### src/reliable_inorder_reorder_buffer_assert.svh
// assertion macros for the in-order receive buffer
// expects clk and rst_n in the scope of the module that uses them
`ifndef RELIABLE_INORDER_REORDER_BUFFER_ASSERT_SVH
`define RELIABLE_INORDER_REORDER_BUFFER_ASSERT_SVH

// same-cycle implication
`define RIOB_ASSERT_NOW(label, ante, cons, msg) \
    label: assert property (@(posedge clk) disable iff (!rst_n) (ante) |-> (cons)) \
        else $error(msg);

// next-cycle implication
`define RIOB_ASSERT_NEXT(label, ante, cons, msg) \
    label: assert property (@(posedge clk) disable iff (!rst_n) (ante) |=> (cons)) \
        else $error(msg);

`endif

### src/riob_pkg.sv
// shared types and codes for the in-order receive buffer
// no dependencies
package riob_pkg;

    localparam int SEQ_W    = 32;
    localparam int HANDLE_W = 16;
    localparam int CMP_W    = SEQ_W + 1;

    typedef enum logic [1:0] {
        KIND_ACK     = 2'd0,
        KIND_DELIVER = 2'd1,
        KIND_DROP    = 2'd2
    } kind_t;

    typedef struct packed {
        logic [SEQ_W-1:0]    sequence_req;
        logic [HANDLE_W-1:0] payload_handle;
    } req_t;

    typedef struct packed {
        kind_t               kind;
        logic [SEQ_W-1:0]    out_sequence;
        logic [HANDLE_W-1:0] out_handle;
        logic                last;
    } res_t;

    typedef struct packed {
        logic [CMP_W-1:0] diff;
        logic             eq;
        logic             gt;
    } cmp_res_t;

endpackage

### src/reliable_inorder_reorder_buffer.sv
// in-order receive buffer: ack registered out of the classify state; busy, so taking no
// request, through classify when only acked or stored, classify and drop when dropped, and
// classify and a check per delivered result otherwise; draining runs at one slot a cycle.
// results appear on strobe for one cycle each; the receiver cannot stall.
// asynchronous reset: sequencer idle, last delivered 0, all slots empty, no clearing pass.
// depends on riob_pkg, riob_cmp, riob_slot_store and the assertion header
`include "reliable_inorder_reorder_buffer_assert.svh"

module reliable_inorder_reorder_buffer #(
    parameter int WINDOW = 16
) (
    input  logic           clk,
    input  logic           rst_n,
    input  logic           start,
    output logic           busy,
    input  riob_pkg::req_t req,
    output logic           strobe,
    output riob_pkg::res_t result
);

    localparam int IDX_W = (WINDOW > 1) ? $clog2(WINDOW) : 1;
    localparam logic [riob_pkg::CMP_W-1:0] WIN_CMP = riob_pkg::CMP_W'(WINDOW);
    localparam logic [IDX_W:0]   WIN_IDX  = (IDX_W+1)'(WINDOW);
    localparam logic [IDX_W-1:0] LAST_IDX = IDX_W'(WINDOW - 1);

    typedef enum logic [3:0] {
        ST_IDLE     = 4'b0001,
        ST_CLASSIFY = 4'b0010,
        ST_CHECK    = 4'b0100,
        ST_DROP     = 4'b1000
    } state_t;

    state_t state_reg, state_next;

    logic [riob_pkg::SEQ_W-1:0]    seq_reg, seq_next;
    logic [riob_pkg::HANDLE_W-1:0] handle_reg, handle_next;
    logic [riob_pkg::SEQ_W-1:0]    last_reg, last_next;
    logic [IDX_W-1:0]              head_reg, head_next;
    logic [riob_pkg::SEQ_W-1:0]    pend_seq_reg, pend_seq_next;
    logic [riob_pkg::HANDLE_W-1:0] pend_handle_reg, pend_handle_next;
    riob_pkg::res_t                result_reg, result_next;
    logic                          strobe_reg, strobe_next;

    logic [riob_pkg::CMP_W-1:0]    next_seq;
    logic [riob_pkg::CMP_W-1:0]    cmp_a;
    riob_pkg::cmp_res_t            cmp_res;
    logic                          in_window;
    logic [IDX_W:0]                idx_sum;
    logic [IDX_W-1:0]              store_idx;
    logic [IDX_W-1:0]              head_inc;
    logic                          head_valid;
    logic [riob_pkg::SEQ_W-1:0]    rd_seq;
    logic [riob_pkg::HANDLE_W-1:0] rd_handle;
    logic                          match;
    logic                          wr_en;
    logic                          clr_en;

    // the one compare unit: request against expected, then slot against expected
    assign next_seq = {1'b0, last_reg} + riob_pkg::CMP_W'(1);
    assign cmp_a    = (state_reg == ST_CHECK) ? {1'b0, rd_seq} : {1'b0, seq_reg};

    riob_cmp u_cmp (
        .a   (cmp_a),
        .b   (next_seq),
        .res (cmp_res)
    );

    // slot of a sequence ahead of the expected one is head plus offset, wrapped once
    assign in_window = (cmp_res.diff < WIN_CMP);
    assign idx_sum   = {1'b0, head_reg} + {1'b0, cmp_res.diff[IDX_W-1:0]};
    assign store_idx = (idx_sum >= WIN_IDX) ? IDX_W'(idx_sum - WIN_IDX) : idx_sum[IDX_W-1:0];
    assign head_inc  = (head_reg == LAST_IDX) ? '0 : head_reg + IDX_W'(1);
    assign match     = head_valid && cmp_res.eq;

    assign wr_en  = (state_reg == ST_CLASSIFY) && cmp_res.gt && in_window;
    assign clr_en = (state_reg == ST_CHECK) && match;

    riob_slot_store #(
        .WINDOW (WINDOW),
        .IDX_W  (IDX_W)
    ) u_slots (
        .clk        (clk),
        .rst_n      (rst_n),
        .wr_en      (wr_en),
        .wr_idx     (store_idx),
        .wr_seq     (seq_reg),
        .wr_handle  (handle_reg),
        .clr_en     (clr_en),
        .head       (head_reg),
        .rd_addr    (head_next),
        .head_valid (head_valid),
        .rd_seq     (rd_seq),
        .rd_handle  (rd_handle)
    );

    always_comb
    begin
        state_next       = state_reg;
        seq_next         = seq_reg;
        handle_next      = handle_reg;
        last_next        = last_reg;
        head_next        = head_reg;
        pend_seq_next    = pend_seq_reg;
        pend_handle_next = pend_handle_reg;
        result_next      = result_reg;
        strobe_next      = 1'b0;

        case (state_reg)
            ST_IDLE:
            begin
                if (start)
                begin
                    seq_next    = req.sequence_req;
                    handle_next = req.payload_handle;
                    state_next  = ST_CLASSIFY;
                end
            end
            ST_CLASSIFY:
            begin
                strobe_next              = 1'b1;
                result_next.kind         = riob_pkg::KIND_ACK;
                result_next.out_sequence = seq_reg;
                result_next.out_handle   = '0;
                result_next.last         = 1'b1;
                if (cmp_res.eq)
                begin
                    // in order: commit now, emit once the next slot has been looked at
                    result_next.last = 1'b0;
                    pend_seq_next    = seq_reg;
                    pend_handle_next = handle_reg;
                    last_next        = seq_reg;
                    head_next        = head_inc;
                    state_next       = ST_CHECK;
                end
                else if (cmp_res.gt && !in_window)
                begin
                    result_next.last = 1'b0;
                    state_next       = ST_DROP;
                end
                else
                begin
                    state_next = ST_IDLE;
                end
            end
            ST_CHECK:
            begin
                strobe_next              = 1'b1;
                result_next.kind         = riob_pkg::KIND_DELIVER;
                result_next.out_sequence = pend_seq_reg;
                result_next.out_handle   = pend_handle_reg;
                result_next.last         = !match;
                if (match)
                begin
                    pend_seq_next    = rd_seq;
                    pend_handle_next = rd_handle;
                    last_next        = rd_seq;
                    head_next        = head_inc;
                end
                else
                begin
                    state_next = ST_IDLE;
                end
            end
            ST_DROP:
            begin
                strobe_next              = 1'b1;
                result_next.kind         = riob_pkg::KIND_DROP;
                result_next.out_sequence = seq_reg;
                result_next.out_handle   = '0;
                result_next.last         = 1'b1;
                state_next               = ST_IDLE;
            end
            default:
            begin
                state_next = ST_IDLE;
            end
        endcase
    end

    always_ff @(posedge clk or negedge rst_n)
    begin
        if (!rst_n)
        begin
            state_reg  <= ST_IDLE;
            last_reg   <= '0;
            head_reg   <= IDX_W'(1);
            strobe_reg <= 1'b0;
        end
        else
        begin
            state_reg  <= state_next;
            last_reg   <= last_next;
            head_reg   <= head_next;
            strobe_reg <= strobe_next;
        end
    end

    always_ff @(posedge clk)
    begin
        seq_reg         <= seq_next;
        handle_reg      <= handle_next;
        pend_seq_reg    <= pend_seq_next;
        pend_handle_reg <= pend_handle_next;
        result_reg      <= result_next;
    end

    assign busy   = (state_reg != ST_IDLE);
    assign strobe = strobe_reg;
    assign result = result_reg;

    `RIOB_ASSERT_NOW(a_drop_is_last,
        strobe && (result.kind == riob_pkg::KIND_DROP),
        result.last, "drop not marked last")
    `RIOB_ASSERT_NOW(a_handle_zero,
        strobe && (result.kind != riob_pkg::KIND_DELIVER),
        result.out_handle == '0, "non-delivery carries a handle")
    `RIOB_ASSERT_NEXT(a_ack_first, start && !busy,
        ##1 (strobe && (result.kind == riob_pkg::KIND_ACK)),
        "first result of a request is not an ack")
    `RIOB_ASSERT_NEXT(a_last_monotonic, 1'b1, last_reg >= $past(last_reg),
        "last delivered went backwards")

endmodule

### src/riob_cmp.sv
// shared subtract and compare unit for sequence numbers
// depends on riob_pkg
module riob_cmp (
    input  logic [riob_pkg::CMP_W-1:0] a,
    input  logic [riob_pkg::CMP_W-1:0] b,
    output riob_pkg::cmp_res_t         res
);

    logic [riob_pkg::CMP_W:0] full;

    assign full     = {1'b0, a} - {1'b0, b};
    assign res.diff = full[riob_pkg::CMP_W-1:0];
    assign res.eq   = (full == '0);
    assign res.gt   = !full[riob_pkg::CMP_W] && (full != '0);

endmodule

### src/riob_slot_store.sv
// slot store: sequence and handle memory with registered read, valid bits in flops
// depends on riob_pkg
module riob_slot_store #(
    parameter int WINDOW = 16,
    parameter int IDX_W  = 4
) (
    input  logic                         clk,
    input  logic                         rst_n,
    input  logic                         wr_en,
    input  logic [IDX_W-1:0]             wr_idx,
    input  logic [riob_pkg::SEQ_W-1:0]   wr_seq,
    input  logic [riob_pkg::HANDLE_W-1:0] wr_handle,
    input  logic                         clr_en,
    input  logic [IDX_W-1:0]             head,
    input  logic [IDX_W-1:0]             rd_addr,
    output logic                         head_valid,
    output logic [riob_pkg::SEQ_W-1:0]   rd_seq,
    output logic [riob_pkg::HANDLE_W-1:0] rd_handle
);

    logic [riob_pkg::SEQ_W-1:0]    seq_mem [WINDOW];
    logic [riob_pkg::HANDLE_W-1:0] handle_mem [WINDOW];
    logic [riob_pkg::SEQ_W-1:0]    rd_seq_reg;
    logic [riob_pkg::HANDLE_W-1:0] rd_handle_reg;
    logic [WINDOW-1:0]             valid_reg;
    logic [WINDOW-1:0]             valid_next;

    always_ff @(posedge clk)
    begin
        if (wr_en)
        begin
            seq_mem[wr_idx]    <= wr_seq;
            handle_mem[wr_idx] <= wr_handle;
        end
        rd_seq_reg    <= seq_mem[rd_addr];
        rd_handle_reg <= handle_mem[rd_addr];
    end

    always_comb
    begin
        valid_next = valid_reg;
        if (wr_en)
        begin
            valid_next[wr_idx] = 1'b1;
        end
        if (clr_en)
        begin
            valid_next[head] = 1'b0;
        end
    end

    always_ff @(posedge clk or negedge rst_n)
    begin
        if (!rst_n)
        begin
            valid_reg <= '0;
        end
        else
        begin
            valid_reg <= valid_next;
        end
    end

    assign head_valid = valid_reg[head];
    assign rd_seq     = rd_seq_reg;
    assign rd_handle  = rd_handle_reg;

endmodule
### config.mk
export PLATFORM = sky130hd
export DESIGN_NAME = reliable_inorder_reorder_buffer
export DESIGN_NICKNAME = d
export VERILOG_FILES = /design/src/riob_pkg.sv /design/src/reliable_inorder_reorder_buffer.sv /design/src/riob_cmp.sv /design/src/riob_slot_store.sv
export VERILOG_INCLUDE_DIRS = /design/src /design/src/src
export SDC_FILE = /design/constraint.sdc
export NUM_CORES = 1
export LEC_CHECK = 0
export BUFFER_PORTS_ARGS = -buffer_cell sky130_fd_sc_hd__buf_2
export CORE_MARGIN = 5
export CORE_UTILIZATION = 50
export CTS_CLUSTER_DIAMETER = 200
export DETAILED_ROUTE_END_ITERATION = 6
export GPL_TIMING_DRIVEN = 0
export PLACE_DENSITY_LB_ADDON = 0.05
export SLEW_MARGIN = 20
export SYNTH_ARGS = -nofsm -noshare
export SYNTH_HDL_FRONTEND = slang
export SYNTH_SLANG_ARGS = --single-unit
### constraint.sdc
create_clock -name clk -period 20.6 [get_ports clk]
set_input_delay 4.12 -clock clk [delete_from_list [all_inputs] [get_ports clk]]
set_output_delay 4.12 -clock clk [all_outputs]
set_load 0.005 [all_outputs]
==> flow_summary.ini, run 1 <==
[outcome]
run_status = complete, no violations

[power]
pwr_density_cell_nw_per_um2 = 91.99
sequentialPowerShare_pct = 53.7
power.switching_fraction_pct = 21.47
power_frac_comb_pct = 3.4
clkPwrFrac_pct = 42.9
switching_power_total_uw = 935.6
internal-power_uw = 3421
max-vdd-ir-drop_v = 0.00007570
leakagePower_uw = 0.01761
finalPower_uw = 4357

[clock_tree]
post_cts_resize_count = 0
post-cts-setup-buffer-count = 0
cts_tree = built
insertion_delay_ps = 680
cts.htree.levels = 3
cts-root-to-sink-buffers = 3
cts_hold_repair.buffers = 0
cts_made_buffers = 106
path_clk_slew_ps = 60
cts_root_buf = sky130_fd_sc_hd__clkbuf_16
clock_sink_count = 1020

[routing]
post_drt_wl_per_cell_um = 28.04
route.detailed.vias_per_inst = 6.017
route.met2.wl_mm = 55.50
drt_total_wl_mm = 118.3
met3_wirelength_mm = 8.878
met1Wirelength_mm = 50.25
detail-route-antenna-nets = 0
route.detailed.drc = 0
first_iter_violations = 2586
dr.max_layer_used = met4
dr_total_vias = 25379
drt_pass1_iterations = 5

[hold_path]
hold_path.startpoint = u_slots.rd_handle[0]$_DFF_P_
min-delay-path-class = flop to flop
whs_path_depth = 2
worstHoldEndpoint = pend_handle_reg[0]$_DFFE_PP_

[cells_and_area]
num_antenna_cells = 0
final_layout_size_suffix_gt1_share_pct = 12.63
largest_reg_flops = 512
finish.utilization_pct = 58.71
syn_to_final_growth_pct = 16.11
fin_nets = 3158

[timing]
unrepaired_setup_endpoints_after_global_routing = no
clock.fmax_ghz = 0.1076
finalClockSkew_ps = 30.47
hold_violations = 0
timing.slew.headroom_pct = 27.41
slew_violations = 0
timing.setup.tns_ps = 0
setup_violations = 0
timing.final.crit_share_pct = 45.11
hold-worst-slack_ps = 493.2
layout_min_cycle_time_ps = 9293
max_slew.worst_pin.slew_ps = 1089

[setup_path]
crit_type = flop to flop
largest_stage_delay_on_the_critical_path_ps = 880
worst_path_dominant_cell_family = simple AND/OR/NAND/NOR gates
timing.reg2reg.setup_slack_ps = 11310
reg_to_reg_end = u_slots.rd_seq[27]$_DFF_P_
rr_worst_depth = 22
critical-path-slowest-cell = sky130_fd_sc_hd__a2111oi_1
worst_endpoint_data_arrival_time_ps = 9780
setup.worst_path.start_class = flop
cp_num_buf_inv = 5
timing.critical_path.cells = nor2_1 -> nand3b_1 -> clkbuf_1 -> nand2_1 -> nand2_1 -> ha_1 -> buf_2 -> a21oi_1 -> o21ai_0 -> a2111oi_1 -> o31ai_1 -> mux2i_1 -> nor4_1 -> nand4b_1 -> nor3_2 -> mux2i_1 -> buf_4 -> or2_2 -> buf_2 -> clkbuf_1 -> o22ai_1 -> or4_1
required_ps = 21090
largest_fanout_on_the_critical_path = 10
setup.worst_path.end_class = flop
reg2reg_from = state_reg[0]$_DFFE_PN1P_

[logic_synthesis]
avg_cell_area_syn_um2 = 14.56
synth-async-reset-ratio_pct = 5.588
synth-edff-count = 915
syn-num-nets = 2894
ys_ff_latch = 1020
synth_area_um2 = 40790
synth.distinct_cells = 76
synth_seq_area_share_pct = 73.21
syn-instance-count = 2802
ys.flop_type = sky130_fd_sc_hd__edfxtp_1
yosys_warnings = 0

[floorplan]
ios = 104
dieWidth_um = 295.6
die_area_um2 = 87400
initial_core_util_pct = 50.56
die_height_um = 295.6
design.core.area_um2 = 80680
fp-row-count = 104

[global_routing]
maximum_number_of_pins_on_one_net_before_global_route_repair = 46
globalRouteOverflowTotal = 0
vias_in_the_first_global_route = 25033
initial_antenna_violation_count = 4
globalRouteTotalUtil_pct = 26.80
grt_pass1_wl_mm = 170.5

[job]
cap_viol_max_count = 0

[placement]
dp_hpwl_mm = 82.44
globalplace.congestion = 0.8556
buffer_ports.inserted = 103
-- synthesized netlist by cell type (13+ instances only) --
cell type	count	area share, %
sky130_fd_sc_hd__edfxtp_1	915	67
sky130_fd_sc_hd__nand2_1	376	3.5
sky130_fd_sc_hd__mux2i_1	200	4.9
sky130_fd_sc_hd__a211oi_1	198	3.6
sky130_fd_sc_hd__a21oi_1	156	1.9
sky130_fd_sc_hd__clkbuf_1	114	1.0
sky130_fd_sc_hd__and3_1	99	1.5
sky130_fd_sc_hd__o22ai_1	97	1.5
sky130_fd_sc_hd__nor2_1	70	0.64
sky130_fd_sc_hd__o21ai_0	61	0.75
sky130_fd_sc_hd__inv_1	56	0.52
sky130_fd_sc_hd__dfrtp_1	55	3.4
sky130_fd_sc_hd__or4_1	55	1.0
sky130_fd_sc_hd__dfxtp_1	48	2.4
sky130_fd_sc_hd__buf_2	41	0.50
sky130_fd_sc_hd__ha_1	39	1.2
sky130_fd_sc_hd__and2_1	18	0.28
sky130_fd_sc_hd__nor3_1	15	0.18
sky130_fd_sc_hd__xnor2_1	13	0.28
-- tightest hold or removal path, cell delays in order (launching register included) --
cell	delay (ps)
sky130_fd_sc_hd__dfxtp_1	300
sky130_fd_sc_hd__nand2_1	40
sky130_fd_sc_hd__nand2_1	50
-- cells by family (layout without fill, tap and decap cells) --
| kind of cell | after synthesis | in the layout | synth area share, % |
|---|---|---|---|
| buffers and inverters | 224 | 580 | 2.218 |
| adders and majority gates | 41 | 41 | 1.294 |
| AOI/OAI and AO/OA | 590 | 590 | 9.398 |
| muxes | 205 | 205 | 5.156 |
| DFF | 1020 | 1020 | 73.21 |
| and+or+nand+nor | 701 | 701 | 8.272 |
| xor gates and xnor gates | 21 | 21 | 0.4509 |
-- placed cells by master, fill, tap and decap left out, types with 17 or more instances in the layout --
| cell type | n |
|---|---|
| sky130_fd_sc_hd__o21ai_0 | 61 |
| sky130_fd_sc_hd__clkbuf_16 | 108 |
| sky130_fd_sc_hd__o22ai_1 | 97 |
| sky130_fd_sc_hd__dfrtp_1 | 55 |
| sky130_fd_sc_hd__edfxtp_1 | 915 |
| sky130_fd_sc_hd__dfxtp_1 | 48 |
| sky130_fd_sc_hd__a211oi_1 | 198 |
| sky130_fd_sc_hd__clkbuf_1 | 145 |
| sky130_fd_sc_hd__buf_2 | 143 |
| sky130_fd_sc_hd__or4_1 | 55 |
| sky130_fd_sc_hd__inv_1 | 56 |
| sky130_fd_sc_hd__and2_1 | 18 |
| sky130_fd_sc_hd__buf_16 | 21 |
| sky130_fd_sc_hd__nor2_1 | 53 |
| sky130_fd_sc_hd__ha_1 | 39 |
| sky130_fd_sc_hd__nor2_4 | 17 |
| sky130_fd_sc_hd__a21oi_1 | 156 |
| sky130_fd_sc_hd__nand2_1 | 376 |
| sky130_fd_sc_hd__buf_12 | 25 |
| sky130_fd_sc_hd__mux2i_1 | 200 |
| sky130_fd_sc_hd__and3_1 | 99 |
| sky130_fd_sc_hd__clkinv_2 | 17 |
-- stage by stage --
stage / cell area (um2) / setup slack [ps] / cells
after floorplan: 40790 / 11580 / 2802
after global placement: 42640 / 3415 / 3965
after detailed placement: 43920 / 11310 / 4018
after CTS: 47370 / 11270 / 4218
after global routing: 47370 / 10940 / 4218
final: 47370 / 11310 / 4218
-- worst max-delay path by stage --
stage                                   from                          to  slack, ps  cells past startpoint
floorplan           state_reg[3]$_DFFE_PN0P_  u_slots.rd_seq[11]$_DFF_P_      11580                     22
global placement    state_reg[0]$_DFFE_PN1P_   u_slots.rd_seq[9]$_DFF_P_       3420                     23
detailed placement  state_reg[0]$_DFFE_PN1P_   u_slots.rd_seq[9]$_DFF_P_      11310                     22
CTS                 state_reg[0]$_DFFE_PN1P_   u_slots.rd_seq[9]$_DFF_P_      11270                     22
global route        state_reg[0]$_DFFE_PN1P_   u_slots.rd_seq[9]$_DFF_P_      10940                     22
finish              state_reg[0]$_DFFE_PN1P_  u_slots.rd_seq[27]$_DFF_P_      11310                     22
-- per-layer routing --
layer,vias up,global-route usage (%)
li1,11336,-
met1,12859,38.46
met2,997,42.87
met3,187,4.598
met4,0,7.823
met5,-,0
-- power groups by stage --
stage | registers [uW] | logic [uW] | clock network, uW
6_report | 2340 | 150 | 1870
5_1_grt | 2340 | 163 | 1980
4_1_cts | 2340 | 150 | 1900
3_5_place_dp | 2380 | 150 | 0
3_3_place_gp | 2380 | 142 | 0
2_1_floorplan | 2360 | 82.4 | 0
-- layout make-up --
class	count	area (um2)
Buffer	165	688.2
Clock buffer	156	3013
Clock inverter	44	429.2
Fill cell	6349	33310
Inverter	59	221.5
Multi-Input combinational cell	1558	10170
Sequential cell	1020	29870
Tap cell	1060	1326
Timing Repair Buffer	156	1653
Power figures use the tool's default switching activity.
==> run 2, diff against run 1 <==
clock period = 7.5 ns   (was 20.6 ns; I/O delays follow)
==> run 2 against run 1 <==
The run now ends with DRC left. Critical path depth grew 2. Flip-flop and latch count is the same. Design area grew 0.36%. Die area is the same. Register-to-register slack lost 11000 ps. Setup slack lost 11000 ps. Via count is essentially flat. Critical endpoint is now u_slots.rd_seq[9]$_DFF_P_. Largest cell class unchanged.
==> flow_summary.ini, run 2 (synthesis results as in run 1) <==
[power]
internal-power_uw = 9354
power_frac_comb_pct = 3.5
sequentialPowerShare_pct = 53.8
switching_power_total_uw = 2576
leakagePower_uw = 0.01769
power.switching_fraction_pct = 21.59
finalPower_uw = 11930
pwr_density_cell_nw_per_um2 = 251.0
clkPwrFrac_pct = 42.6
max-vdd-ir-drop_v = 0.0002150

[placement]
buffer_ports.inserted = 103
globalplace.congestion = 0.8328
dp_hpwl_mm = 82.40
placed_cells_incl_taps = 4017

[floorplan]
design.core.area_um2 = 80680
initial_core_util_pct = 50.56
die_height_um = 295.6
dieWidth_um = 295.6
die_area_um2 = 87400
fp-row-count = 104
ios = 104

[job]
cap_viol_max_count = 0

[setup_path]
timing.critical_path.cells = nor2_1 -> nand3b_1 -> buf_4 -> clkbuf_4 -> nand2_1 -> nand2_1 -> ha_1 -> inv_1 -> fa_1 -> nor2b_1 -> o2111ai_1 -> a211oi_2 -> o31ai_1 -> and3b_1 -> nor4_1 -> nand4_4 -> or4_1 -> buf_2 -> nand2_2 -> clkbuf_4 -> clkbuf_1 -> a211oi_1 -> a211oi_1 -> or4_1
critical-path-slowest-cell = sky130_fd_sc_hd__a211oi_1
rr_worst_depth = 24
worst_path_dominant_cell_family = simple AND/OR/NAND/NOR gates
reg_to_reg_end = u_slots.rd_seq[9]$_DFF_P_
cp_num_buf_inv = 6
worst_endpoint_data_arrival_time_ps = 7840
largest_fanout_on_the_critical_path = 10
crit_type = flop to flop
timing.reg2reg.setup_slack_ps = 270
reg2reg_from = state_reg[0]$_DFFE_PN1P_
setup.worst_path.start_class = flop
setup.worst_path.end_class = flop
largest_stage_delay_on_the_critical_path_ps = 790
required_ps = 8110
cp.depth = 24

[global_routing]
globalRouteOverflowTotal = 0
maximum_number_of_pins_on_one_net_before_global_route_repair = 58
globalRouteTotalUtil_pct = 26.59
initial_antenna_violation_count = 0
grt_pass1_wl_mm = 169.8
vias_in_the_first_global_route = 24988

[cells_and_area]
final_common_cell = sky130_fd_sc_hd__edfxtp_1
filler_cell_count = 6327
ff_latch_area_um2 = 29870
commonest_cells_after_routing_fill_and_taps_aside = sky130_fd_sc_hd__edfxtp_1, sky130_fd_sc_hd__nand2_1, sky130_fd_sc_hd__mux2i_1
fin_nets = 3162
multi_input_comb_area_um2 = 10240
syn_to_final_growth_pct = 16.53
final_layout_size_suffix_gt1_share_pct = 14.00
layoutNonFillerInstCount = 4220
largest_reg_flops = 512
finish.utilization_pct = 58.93

[routing]
dr_total_vias = 25400
drt_total_wl_mm = 117.6
post_drt_wl_per_cell_um = 27.88
first_iter_violations = 2328
route.detailed.drc = 2
route.detailed.vias_per_inst = 6.019
drt_pass1_iterations = 7
detail-route-antenna-nets = 0

[timing]
finalClockSkew_ps = 29.86
max_slew.worst_pin.slew_ps = 950.9
slew_violations = 0
timing.setup.tns_ps = 0
setup_violations = 0
timing.final.crit_share_pct = 96.46
hold_violations = 0
clock.fmax_ghz = 0.1382
unrepaired_setup_endpoints_after_global_routing = no
hold-worst-slack_ps = 494.7
timing.slew.headroom_pct = 36.60
layout_min_cycle_time_ps = 7234

[clock_tree]
path_clk_slew_ps = 60
cts_root_buf = sky130_fd_sc_hd__clkbuf_16
cts_tree = built
cts-root-to-sink-buffers = 3
insertion_delay_ps = 680
cts.htree.levels = 3
clock_sink_count = 1020
cts_made_buffers = 104

[outcome]
run_status = finished with violations
violated_checks = DRC

[hold_path]
worstHoldEndpoint = pend_handle_reg[9]$_DFFE_PP_
min-delay-path-class = flop to flop
hold_path.startpoint = u_slots.rd_handle[9]$_DFF_P_
whs_path_depth = 2
[run 2: power groups by stage]
stage	Combinational, uW	Sequential [uW]	Clock [uW]
2_1_floorplan	226	6490	0
3_3_place_gp	395	6540	0
3_5_place_dp	416	6540	0
4_1_cts	421	6420	5170
5_1_grt	458	6430	5400
6_report	422	6420	5090
[run 2: timing repair]
| item | CTS | global route |
|---|---|---|
| endpoints found under the setup margin | 850 | 48 |
| endpoints found under the hold margin | 0 | 0 |
| buffers inserted | 5 | 4 |
| pin swaps | 2 | 2 |
| cloned | 0 | 0 |
| gates resized for setup | 30 | 40 |
| hold buffers | 0 | 0 |
[run 2: tightest hold or removal path: stages, from the launching register on]
cell and delay [ps]:
sky130_fd_sc_hd__dfxtp_1 300, sky130_fd_sc_hd__nand2_1 40, sky130_fd_sc_hd__nand2_1 40
[run 2: cell type report]
| type | instances | area share (%) |
|---|---|---|
| Multi-Input combinational cell | 1558 | 21.54 |
| Timing Repair Buffer | 165 | 3.700 |
| Clock buffer | 147 | 6.030 |
| Inverter | 59 | 0.4659 |
| Antenna cell | 2 | 0.01053 |
| Clock inverter | 47 | 1.058 |
| Sequential cell | 1020 | 62.82 |
| Buffer | 162 | 1.579 |
| Tap cell | 1060 | 2.790 |
[run 2: how the worst max path moves through the flow]
stage	from	end	slack, ps
4_1_cts	state_reg[3]$_DFFE_PN0P_	u_slots.rd_seq[13]$_DFF_P_	20
6_report	state_reg[0]$_DFFE_PN1P_	u_slots.rd_seq[9]$_DFF_P_	270
3_3_place_gp	state_reg[3]$_DFFE_PN0P_	u_slots.rd_seq[9]$_DFF_P_	-5630
3_5_place_dp	state_reg[3]$_DFFE_PN0P_	u_slots.rd_seq[9]$_DFF_P_	-2080
5_1_grt	state_reg[0]$_DFFE_PN1P_	u_slots.rd_seq[13]$_DFF_P_	70
2_1_floorplan	state_reg[3]$_DFFE_PN0P_	u_slots.rd_seq[11]$_DFF_P_	20
[run 2: metal layers]
| layer | vias to the layer above | GRT usage, % | share of wire (%) |
|---|---|---|---|
| li1 | 11325 | - | - |
| met1 | 12928 | 38.17 | 44 |
| met2 | 975 | 43.51 | 48 |
| met3 | 172 | 3.782 | 6.1 |
| met4 | 0 | 6.908 | 2.6 |
| met5 | - | 0 | 0 |
[run 2: per-stage QoR]
stage	area, um2	setup slack, ps
6_report	47540	265.7
5_1_grt	47530	71.34
4_1_cts	47430	19.84
3_5_place_dp	43940	-2083
3_3_place_gp	42640	-5631
2_1_floorplan	40800	17.34
